$ cat src/design/assert_macros.svh
`ifndef ASSERT_MACROS_SVH
`define ASSERT_MACROS_SVH

// Concurrent check on clk, idle while rst_n is low.
`define ASSERT_CLK(name, prop, msg) \
    name: assert property (@(posedge clk) disable iff (!rst_n) prop) else $error(msg);

// Implication check on clk: when cond holds, prop must hold.
`define ASSERT_IMPL(name, cond, prop, msg) \
    name: assert property (@(posedge clk) disable iff (!rst_n) (cond) |-> (prop)) \
        else $error(msg);

`endif

$ cat src/design/dstwr_pkg.sv
`default_nettype none

package dstwr_pkg;

    localparam int NUM_PEERS_DEF = 8;
    localparam int HIST_DEPTH    = 3;
    localparam int TS_W          = 32;
    localparam int DIST_W        = 16;
    localparam int MM_W          = 20;
    localparam int DEN_W         = 34;
    localparam int PROD_W        = 64;
    localparam int QUO_W         = 41;
    localparam int Q_W           = 42;
    localparam int ACC_W         = 63;
    localparam int FRAC_SHIFT    = 24;
    localparam int CFG_IDX_W     = 2;
    localparam int CFG_DATA_W    = 20;

    localparam logic [DIST_W-1:0] THRESHOLD_RST = 16'd500;
    localparam logic [MM_W-1:0]   MM_PER_TICK_RST = 20'd307478;
    localparam logic [DIST_W-1:0] OFFSET_RST = 16'd1000;

    localparam logic [CFG_IDX_W-1:0] REG_THRESHOLD = 2'd0;
    localparam logic [CFG_IDX_W-1:0] REG_MM_PER_TICK = 2'd1;
    localparam logic [CFG_IDX_W-1:0] REG_OFFSET = 2'd2;

    localparam logic FUNC_TIMESTAMPS = 1'b0;
    localparam logic FUNC_REPORTED   = 1'b1;

    typedef struct packed {
        logic load;
        logic mul;
        logic mag;
        logic div_init;
        logic div_step;
        logic fix;
        logic mul_lo;
        logic mul_hi;
        logic acc;
        logic hist_rd;
        logic finish;
    } dp_cmd_t;

    typedef struct packed {
        logic func;
    } dp_stat_t;

endpackage

`default_nettype wire

$ cat src/design/dstwr_ctrl.sv
`default_nettype none

`include "assert_macros.svh"

module dstwr_ctrl (
    input  wire logic                 clk,
    input  wire logic                 rst_n,
    input  wire logic                 in_valid,
    output logic                      in_ready,
    output logic                      out_valid,
    input  wire logic                 out_ready,
    input  wire dstwr_pkg::dp_stat_t  stat,
    output dstwr_pkg::dp_cmd_t        cmd
);
    import dstwr_pkg::*;

    typedef enum logic [3:0] {
        S_IDLE, S_MUL, S_MAG, S_DINIT, S_DIV, S_FIX,
        S_MLO, S_MHI, S_ACC, S_HRD, S_FILT
    } state_t;

    state_t     state_reg, state_next;
    logic [5:0] cnt_reg, cnt_next;
    logic       out_valid_reg, out_valid_next;
    logic       out_free;

    assign in_ready  = state_reg == S_IDLE;
    assign out_valid = out_valid_reg;
    assign out_free  = !out_valid_reg || out_ready;

    always_comb
    begin
        cmd            = '0;
        state_next     = state_reg;
        cnt_next       = cnt_reg;
        out_valid_next = out_valid_reg && !out_ready;
        unique case (state_reg)
            S_IDLE:
            begin
                if (in_valid) begin
                    cmd.load   = 1'b1;
                    state_next = S_MUL;
                end
            end
            S_MUL:
            begin
                if (stat.func == FUNC_REPORTED) begin
                    state_next = S_HRD;
                end else begin
                    cmd.mul    = 1'b1;
                    state_next = S_MAG;
                end
            end
            S_MAG:
            begin
                cmd.mag    = 1'b1;
                state_next = S_DINIT;
            end
            S_DINIT:
            begin
                cmd.div_init = 1'b1;
                cnt_next     = '0;
                state_next   = S_DIV;
            end
            S_DIV:
            begin
                cmd.div_step = 1'b1;
                cnt_next     = 6'(cnt_reg + 6'd1);
                if (cnt_reg == 6'(QUO_W - 1))
                    state_next = S_FIX;
            end
            S_FIX:
            begin
                cmd.fix    = 1'b1;
                state_next = S_MLO;
            end
            S_MLO:
            begin
                cmd.mul_lo = 1'b1;
                state_next = S_MHI;
            end
            S_MHI:
            begin
                cmd.mul_hi = 1'b1;
                state_next = S_ACC;
            end
            S_ACC:
            begin
                cmd.acc    = 1'b1;
                state_next = S_HRD;
            end
            S_HRD:
            begin
                cmd.hist_rd = 1'b1;
                state_next  = S_FILT;
            end
            S_FILT:
            begin
                if (out_free) begin
                    cmd.finish     = 1'b1;
                    out_valid_next = 1'b1;
                    state_next     = S_IDLE;
                end
            end
            default: state_next = S_IDLE;
        endcase
    end

    always_ff @(posedge clk or negedge rst_n)
    begin
        if (!rst_n) begin
            state_reg     <= S_IDLE;
            cnt_reg       <= '0;
            out_valid_reg <= 1'b0;
        end else begin
            state_reg     <= state_next;
            cnt_reg       <= cnt_next;
            out_valid_reg <= out_valid_next;
        end
    end

    `ASSERT_CLK(a_one_cmd, $onehot0(cmd), "more than one datapath command")
    `ASSERT_CLK(a_finish_valid, cmd.finish |=> out_valid, "finished result not presented")
    `ASSERT_IMPL(a_fix_after_div, cmd.fix, $past(cmd.div_step), "fix without division")
    `ASSERT_IMPL(a_no_overwrite, cmd.finish, !out_valid_reg || out_ready, "result overwritten")

endmodule

`default_nettype wire

$ cat config.mk
export PLATFORM = sky130hd
export DESIGN_NAME = dstwr_ctrl
export DESIGN_NICKNAME = d
export VERILOG_FILES = /design/src/design/dstwr_pkg.sv /design/src/design/dstwr_ctrl.sv
export VERILOG_INCLUDE_DIRS = /design/src /design/src/design
export SDC_FILE = /design/constraint.sdc
export NUM_CORES = 1
export LEC_CHECK = 0
export BUFFER_PORTS_ARGS = -buffer_cell sky130_fd_sc_hd__buf_2
export CAP_MARGIN = 15
export CELL_PAD_IN_SITES_DETAIL_PLACEMENT = 1
export CELL_PAD_IN_SITES_GLOBAL_PLACEMENT = 2
export CORE_ASPECT_RATIO = 0.75
export CORE_MARGIN = 1
export CORE_UTILIZATION = 30
export CTS_BUF_LIST = sky130_fd_sc_hd__clkbuf_8
export DETAILED_ROUTE_END_ITERATION = 6
export PLACE_DENSITY = 0.86
export SETUP_SLACK_MARGIN = 0.5
export SYNTH_ARGS = -nofsm -noshare
export SYNTH_HDL_FRONTEND = slang
export SYNTH_SLANG_ARGS = --single-unit
$ cat constraint.sdc
create_clock -name clk -period 2.21 [get_ports clk]
set_clock_uncertainty 0.15 [all_clocks]
set_input_delay 0.221 -clock clk [delete_from_list [all_inputs] [get_ports clk]]
set_output_delay 0.221 -clock clk [all_outputs]
set_load 0.05 [all_outputs]
==> run metrics, run 1 <==
Overflow after GRT=0; Syn Nets=92; initial antenna violation count=0; Longest Clk Path Bufs=2; final wirelength=2910 um; max reg flops=6; TritonCTS clock tree=done; async set-reset flop share out of synthesis=between 90% and 100%; number of synthesized flops with an enable pin=0; die width=57.3 um; Std-Cell Core Area=2080 um^2; Crit path required time=1.84 ns; CTS Sinks=11; Post-Synthesis Cells=85; DRT Pass-1 Iters=6; Startpoint Class=flop; maxcap violations=0; GRT met1 Usage=30.1%; GRT Max-Usage Layer=met2; Antenna Cells=0; register bit total from synthesis=11; Synth area leaders=dfrtp_1, nor2_1, nand2_1, nand2b_1, a21oi_1; Max Fclk=533 MHz; critical path class=flop to output port; input/output buffers=17; post-route ant nets=0; syn_area_per_cell=8.10 um^2; placed cells=124; first-pass GRT wire length=between 3000 and 4000 um; Synth top area share=40.0%; share of post-route cells with drive strength above 1=55.6%; Nets=132; DRT iter0 DRCs=22; worst min path class=input port to flop; Clk pin slew, worst setup/hold paths=0.06 ns; total clock buffers created by CTS=3; Unique masters post-synth=29; Cell Pwr Density=approximately 370 nW/um^2; # setup viols final=0; failing checks=design-rule violations; Cell Area, Synth=between 600 and 700 um^2; Flop pwr share=43.0%; grt met2 use=33.6%; vias per cell=5.42; clk root buf=clkbuf_8; Gate power share=13.5%; die area=2490 um^2; crit path max fanout=3; P_leak=0.588 nW; DP HPWL=1370 um; Worst EP arrival=between 1.5 and 2 ns; setup TNS=0 ns; Worst Tran Pin Value=0.293 ns; Vert. Die Dim=43.5 um; Primary FF master, synth=dfrtp_1; Power Internal=0.353 mW; Setup crit end kind=output port; crit share post-route=84.9%; Filler cells=between 200 and 250; row count=14; initial core utilization=33.0%; DR WL/cell=between 15 and 20 um; YS warnings=0; via count=802; Layout area overhead=86.0%; Clk pwr share=43.5%; Clk Latency, worst-skew pair=0.25 ns; max_slew headroom=80.3%; Max Slew Vio Count=0; H-tree levels=1; RSZ-0062 raised after global routing=true; Hold Vio Cnt, Final=0; most frequent cells after synthesis=dfrtp_1, nor2_1, nand2_1; sequential area share after synthesis=40.0%; Residual DRC=4; peak supply drop=0.227 mV; GR Util All Layers=21.7%; largest net degree at the start of global routing=12; NetSw=0.125 mW; I/O Pins=18; status=finished with violations; cell accounting for the most synthesized area=dfrtp_1; vias in the first global route=804; met3 Use GR=under 10%; switching share of power=26.2%; Final min period=1.88 ns; final cell count without fillers=around 150; GPL Wtd Cong=0.778
-- worst paths after layout --
kind / startpoint / to / slack, ns / cells after the start
setup / recovery: state_reg[3]$_DFFE_PN0P_ / cmd[6] / 0.33 / 3
hold reg to reg: cnt_reg[5]$_DFFE_PN0P_ / cnt_reg[5]$_DFFE_PN0P_ / 0.34 / 1
setup reg to reg: state_reg[3]$_DFFE_PN0P_ / cnt_reg[4]$_DFFE_PN0P_ / 0.36 / 6
hold / removal: out_ready / out_valid$_DFF_PN0_ / 0.14 / 3
min in group asynchronous: rst_n / cnt_reg[2]$_DFFE_PN0P_ / 0.23 / 2
max in group asynchronous: rst_n / state_reg[2]$_DFFE_PN0P_ / 1.43 / 2
-- cell type report --
| class | count | area, um^2 | area share (%) |
|---|---|---|---|
| multi-input combinational | 63 | 497 | 38.8 |
| timing repair buffer | 39 | 397 | 31.0 |
| sequential | 11 | 280 | 21.9 |
| clock buffer | 3 | 41.3 | 3.23 |
| inverter | 7 | 31.3 | 2.44 |
| tap | 24 | 30.0 | 2.35 |
| clock inverter | 1 | 3.75 | 0.293 |
-- layout by cell type, fill, tap and decap left out, types with 3 or more instances in the layout --
master,synthesis,layout
a21oi_1,5,5
o21ai_1,4,4
dfrtp_2,0,4
inv_1,6,6
clkbuf_8,0,3
nor4_4,0,3
nand2_1,9,7
buf_8,0,4
nor2_1,11,6
buf_6,0,13
buf_2,2,6
nor2_2,0,5
buf_4,0,12
dfrtp_1,11,7
-- through the flow --
| stage | setup WS, ns | area, um^2 | total power [mW] | hold WS (ns) | util, % |
|---|---|---|---|---|---|
| after floorplan | 0.262 | 746 | 0.240 | -0.225 | - |
| after global placement | 0.385 | 852 | 0.253 | -0.0423 | 40.9 |
| after detailed placement | 0.357 | 852 | 0.253 | -0.0375 | 40.9 |
| after CTS | 0.384 | 1150 | 0.478 | 0.149 | 55.2 |
| after global routing | 0.295 | 1280 | 0.499 | 0.159 | 61.4 |
| final | 0.333 | 1280 | 0.479 | 0.141 | 61.4 |
-- critical path, stage by stage, from the launching register on --
cell	delay [ns]
dfrtp_2	0.44
or4b_4	0.59
clkinv_4	0.09
buf_8	0.14
-- kinds of logic (layout without fill, tap and decap cells) --
group                      count (synthesis)  in the layout  share of synthesized area [%]
buffers and inverters                     11             50                           6.54
AOI/OAI and AO/OA                         16             16                           14.0
adders and majority gates                  2              2                           3.64
DFF                                       11             11                           40.0
xor gates and xnor gates                   1              1                           1.27
muxes                                      2              2                           2.91
and+or+nand+nor                           42             42                           31.6
-- power groups by stage --
stage,registers [mW],clock network [mW],logic [mW]
after global routing,0.206,0.226,0.0680
after CTS,0.206,0.211,0.0609
after detailed placement,0.211,0,0.0426
final,0.206,0.208,0.0646
after floorplan,0.212,0,0.0288
after global placement,0.211,0,0.0420
-- what timing repair did --
| item | CTS | global route |
|---|---|---|
| gates resized for setup | 35 | 25 |
| hold buffers | 1 | 0 |
| buffers inserted | 12 | 6 |
| gates cloned | 1 | 0 |
| pin swaps | 6 | 10 |
| setup endpoints to repair | 19 | 20 |
| hold endpoints to repair | 11 | 0 |
-- metal layers --
layer / wire length, um / up-vias
li1: - / 374
met1: 1350 / 403
met2: 1410 / 20
met3: 102 / 5
met4: 44 / 0
met5: 0 / -
No activity file was read; power rests on OpenSTA's default activity.
==> inputs of run 2 (changes only) <==
==> constraint.sdc (replaced) <==
create_clock -name clk -period 1.9 [get_ports clk]
set_clock_uncertainty 0.15 [all_clocks]
set_input_delay 0.19 -clock clk [delete_from_list [all_inputs] [get_ports clk]]
set_output_delay 0.19 -clock clk [all_outputs]
set_load 0.05 [all_outputs]
==> run 2 against run 1 <==
Net effect:
- the flow still finishes with violations (design-rule violations)
- clock-buffer cell count unchanged
- register-to-register slack got worse by 0.28 ns
- first-iteration DRC count decreased by 41%
- critical path depth increased by 2
- largest cell class unchanged
- total power increased by 14%
- routed wire length decreased by 7.2%
- hold slack improved by 0.010 ns
- global-route usage increased by 0.17 points
- clock power increased by 11%
- cell area decreased by 0.49%
- non-clock buffer count decreased by 2
==> run metrics, run 2 (synthesized netlist as in run 1, its figures left out) <==
status=finished with violations; failing checks=design-rule violations; DRT Pass-1 Iters=7; internal reg-to-reg setup slack=0.08 ns; GR Util All Layers=21.9%; Layout area overhead=85.1%; DR WL/cell=18.5 um; vias per cell=5.33; peak supply drop=0.337 mV; Clk Latency, worst-skew pair=roughly 0.24 ns; final hold slack=0.151 ns; Longest Clk Path Bufs=2; CP max-delay cell=dfrtp_2; Worst Tran Pin Value=~0.34 ns; commonest non-fill, non-tap cell in the layout=buf_4; Nets=130; cell family with most CP delay=compound AO/OA/AOI/OAI gates; NetSw=0.137 mW; final cell count without fillers=146; Setup crit end kind=flop; HP Start=out_ready; Worst EP arrival=around 1.8 ns; Startpoint Class=flop; total clock buffers created by CTS=3; GPL Wtd Cong=0.840; worst min path class=input port to flop; largest net degree at the start of global routing=12; Worst Hold End=out_valid$_DFF_PN0_; cells on worst reg2reg path=5; DP Area=932 um^2; placed cells=127; Final min period=1.82 ns; Clk pwr share=42.4%; Max Fclk=between 500 and 600 MHz; Antenna Cells=0; Flop pwr share=44.0%; die area=2490 um^2; first-pass GRT wire length=roughly 4000 um; H-tree levels=1; switching share of power=25.1%; Max Slew Vio Count=0; DRT iter0 DRCs=13; input/output buffers=17; share of post-route cells with drive strength above 1=55.7%; clk root buf=clkbuf_8; setup TNS=0 ns; maxcap violations=0; max_slew headroom=77.0%; Clk pin slew, worst setup/hold paths=0.05 ns; crit path max fanout=6; CTS Sinks=11; DP HPWL=1500 um; Gate power share=13.6%; final core occ=roughly three fifths; post-route ant nets=0; final instance area=approximately 1300 um^2; critical path class=flop to flop; via count=778; Critical R2R Capture=state_reg[0]$_DFFE_PN0P_; Reg2Reg Launch Point=state_reg[2]$_DFFE_PN0P_; hold path depth=3; initial antenna violation count=0; P_leak=0.550 nW; initial core utilization=33.0%; I/O Pins=18; Overflow after GRT=0; Crit path buffers/inverters=2; vias in the first global route=roughly 770; Vert. Die Dim=around 43 um; Cell Pwr Density=427 nW/um^2; Std-Cell Core Area=2080 um^2; RSZ-0062 raised after global routing=true; Power Internal=0.407 mW; # setup viols final=0; row count=14; max reg flops=6; Filler cells=228; Slowest Stage Delay on Critical Path=about 0.46 ns; crit share post-route=95.9%; die width=57.3 um; TritonCTS clock tree=done; final wirelength=2700 um; Crit path required time=1.88 ns; Residual DRC=3; worst-path cell chain=or4b_4 > clkinv_8 > buf_4 > a221o_1 > a211oi_2; Hold Vio Cnt, Final=0; commonest cells after routing, fill and taps aside=buf_4, buf_6, dfrtp_1
[run 2: worst reg2reg max path, cell delays in order (launching register included)]
cell,delay [ns]
dfrtp_2,0.46
or4b_4,0.28
clkinv_8,0.06
buf_4,0.13
a221o_1,0.38
a211oi_2,0.25
[run 2: how the worst max path moves through the flow]
| stage | from | end | slack [ns] | cells past startpoint |
|---|---|---|---|---|
| final | state_reg[2]$_DFFE_PN0P_ | state_reg[0]$_DFFE_PN0P_ | 0.08 | 5 |
| after global routing | state_reg[0]$_DFFE_PN0P_ | cmd[6] | 0.05 | 3 |
| after CTS | state_reg[1]$_DFFE_PN0P_ | cmd[6] | 0.08 | 3 |
| after detailed placement | state_reg[2]$_DFFE_PN0P_ | state_reg[0]$_DFFE_PN0P_ | 0.16 | 4 |
| after global placement | state_reg[0]$_DFFE_PN0P_ | cmd[6] | 0.19 | 3 |
| after floorplan | state_reg[0]$_DFFE_PN0P_ | cmd[10] | 0.03 | 3 |
[run 2: routing by layer]
metal / share of wire [%] / routed length (um) / global-route usage, %
met3: 3.2 / 87 / 5.37
met1: 46 / 1250 / 29.7
met4: 0.89 / 24 / 2.93
met5: 0 / 0 / 0
met2: 49 / 1330 / 36.7
[run 2: power groups by stage]
stage               clock, mW  combinational, mW  sequential (mW)
detailed placement          0             0.0558            0.243
finish                  0.231             0.0741            0.239
CTS                     0.232             0.0677            0.239
floorplan                   0             0.0354            0.246
global placement            0             0.0548            0.243
global route            0.247             0.0779            0.239
[run 2: final cells by class]
| type | instances | area (um^2) | area share, % |
|---|---|---|---|
| clock buffers | 3 | 41.3 | 3.24 |
| clock inverters | 1 | 3.75 | 0.295 |
| inverters | 7 | 42.5 | 3.34 |
| multi-input cells | 63 | 544 | 42.7 |
| flip-flops and latches | 11 | 279 | 21.9 |
| well taps | 24 | 30.0 | 2.36 |
| repair buffers | 37 | 333 | 26.1 |
[run 2: repair_timing]
action                                 CTS  global route
setup buffers                            8             6
pin swaps                                3             8
setup endpoints to repair               21            21
endpoints found under the hold margin   11             0
gates resized for setup                 38            11
hold buffers                             1             0
[run 2: through the flow]
step                      setup slack [ns]  power, mW
final                               0.0782      0.544
after global routing                0.0470      0.564
after CTS                           0.0846      0.538
after detailed placement             0.165      0.299
after global placement               0.185      0.298
after floorplan                     0.0314      0.282
==> inputs of run 3 (changes only) <==
--- a/config.mk
+++ b/config.mk
@@ -15,7 +15,7 @@
 export CORE_UTILIZATION = 30
 export CTS_BUF_LIST = sky130_fd_sc_hd__clkbuf_8
 export DETAILED_ROUTE_END_ITERATION = 6
-export PLACE_DENSITY = 0.86
+export PLACE_DENSITY_LB_ADDON = 0.1
 export SETUP_SLACK_MARGIN = 0.5
 export SYNTH_ARGS = -nofsm -noshare
 export SYNTH_HDL_FRONTEND = slang
==> run 3 against run 2 <==
Net effect:
- the flow still finishes with violations (design-rule violations)
- combinational power rose by 8.2%
- utilization rose by 7.3 points
- routed wire length rose by 16%
- via count rose by 5.9%
- sequential power barely moved
- clock power barely moved
- critical endpoint is now cmd[6]
- largest cell class unchanged
==> run metrics, run 3 (synthesized netlist as in run 1, its figures left out) <==
Longest Clk Path Bufs=2; DP HPWL=1510 um; crit share post-route=96.4%; Worst EP arrival=1.49 ns; final worst slack=0.0687 ns; failing checks=design-rule violations; status=finished with violations; RSZ-0062 raised after global routing=true; CP max-delay cell=or4b_4; total clock buffers created by CTS=3; cells on worst reg2reg path=6; Vert. Die Dim=around 43 um; DP Area=~950 um^2; Std-Cell Core Area=2080 um^2; commonest cells after routing, fill and taps aside=buf_4, buf_6, nand2_1, dfrtp_1, buf_8; CP startpoint=state_reg[0]$_DFFE_PN0P_; worst-path cell chain=or4b_4 > clkinv_8 > buf_12; DR WL/cell=20.6 um; DRT iter0 DRCs=17; Layout area overhead=107%; Startpoint Class=flop; final hold slack=0.207 ns; Setup crit end kind=output port; vias in the first global route=between 800 and 900; Reg2Reg Launch Point=state_reg[0]$_DFFE_PN0P_; worst min path class=input port to asynchronous set/reset pin; commonest non-fill, non-tap cell in the layout=buf_4; P_leak=0.609 nW; Max Slew Vio Count=0; I/O Pins=18; Crit path required time=approximately 1.6 ns; setup TNS=0 ns; clk root buf=clkbuf_8; TritonCTS clock tree=done; pre-CTS setup slack=0.153 ns; die width=roughly 57 um; Worst Tran Pin Value=0.409 ns; CTS Sinks=11; final wirelength=about 3100 um; Filler cells=roughly 220; DRT Pass-1 Iters=6; share of post-route cells with drive strength above 1=61.7%; vias per cell=around 5.4; Cell Pwr Density=389 nW/um^2; crit path max fanout=5; final instance area=1430 um^2; Residual DRC=4; GR Util All Layers=about a quarter; die area=between 2000 and 2500 um^2; Overflow after GRT=0; Tot Pwr=approximately 0.55 mW; initial core utilization=33.0%; GPL Wtd Cong=0.751; Final min period=about 1.8 ns; Clk pin slew, worst setup/hold paths=about 0.050 ns; max reg flops=6; via count=around 820; initial antenna violation count=0; critical path class=flop to output port; Nets=around 140; # setup viols final=0; peak supply drop=0.373 mV; Slowest Stage Delay on Critical Path=0.61 ns; row count=14; Clk Latency, worst-skew pair=0.24 ns; Antenna Cells=0; H-tree levels=1; maxcap violations=0; input/output buffers=17; first-pass GRT wire length=4260 um; max_slew headroom=72.7%; post-route ant nets=0; Max Fclk=546 MHz; largest net degree at the start of global routing=12; Hold Vio Cnt, Final=0
[run 3: worst paths after layout]
check | end | slack, ns
setup reg to reg | cnt_reg[4]$_DFFE_PN0P_ | 0.08
max in group asynchronous | state_reg[3]$_DFFE_PN0P_ | 1.14
min in group clk | out_valid$_DFF_PN0_ | 0.21
hold / removal | cnt_reg[4]$_DFFE_PN0P_ | 0.21
setup / recovery | cmd[6] | 0.07
hold reg to reg | cnt_reg[5]$_DFFE_PN0P_ | 0.35
[run 3: what timing repair did]
item                                   in CTS  in global routing
hold buffers                                1                  0
gates cloned                                0                  0
setup buffers                              11                  8
pin swaps                                   9                 10
setup endpoints to repair                  21                 21
gates resized for setup                    58                 10
endpoints found under the hold margin      11                  0
[run 3: layer usage]
layer  track usage (%)  wire length (um)  up-vias
met4              8.78                48        0
met5                 0                 0        -
met3              6.57                77        6
met1              33.1              1480      423
li1                  -                 -      379
met2              36.2              1520       16
[run 3: critical path: cells and delay by family, from the launching register on]
kind / cells / cell delay [ns]
flip-flops: 1 / 0.44
buffers and inverters: 2 / 0.20
AND/OR/NAND/NOR: 1 / 0.61
[run 3: final cells by class]
type                            count  area, um^2  share of cell area, %
Inverter                            7        50.0                   3.51
Multi-Input combinational cell     63         572                   40.1
Clock inverter                      1        3.75                  0.263
Tap cell                           24        30.0                   2.11
Timing Repair Buffer               43         448                   31.4
Clock buffer                        3        41.3                   2.90
Sequential cell                    11         280                   19.7
[run 3: per-stage QoR]
step	util, %	cells
floorplan	-	85
global placement	45.7	128
detailed placement	45.7	128
CTS	62.8	144
global route	68.4	152
finish	68.4	152
[run 3: power by group]
part	switching [mW]	internal, mW
Clock	0.0916	0.142
Combinational	0.0475	0.0327
Sequential	0.00256	0.237
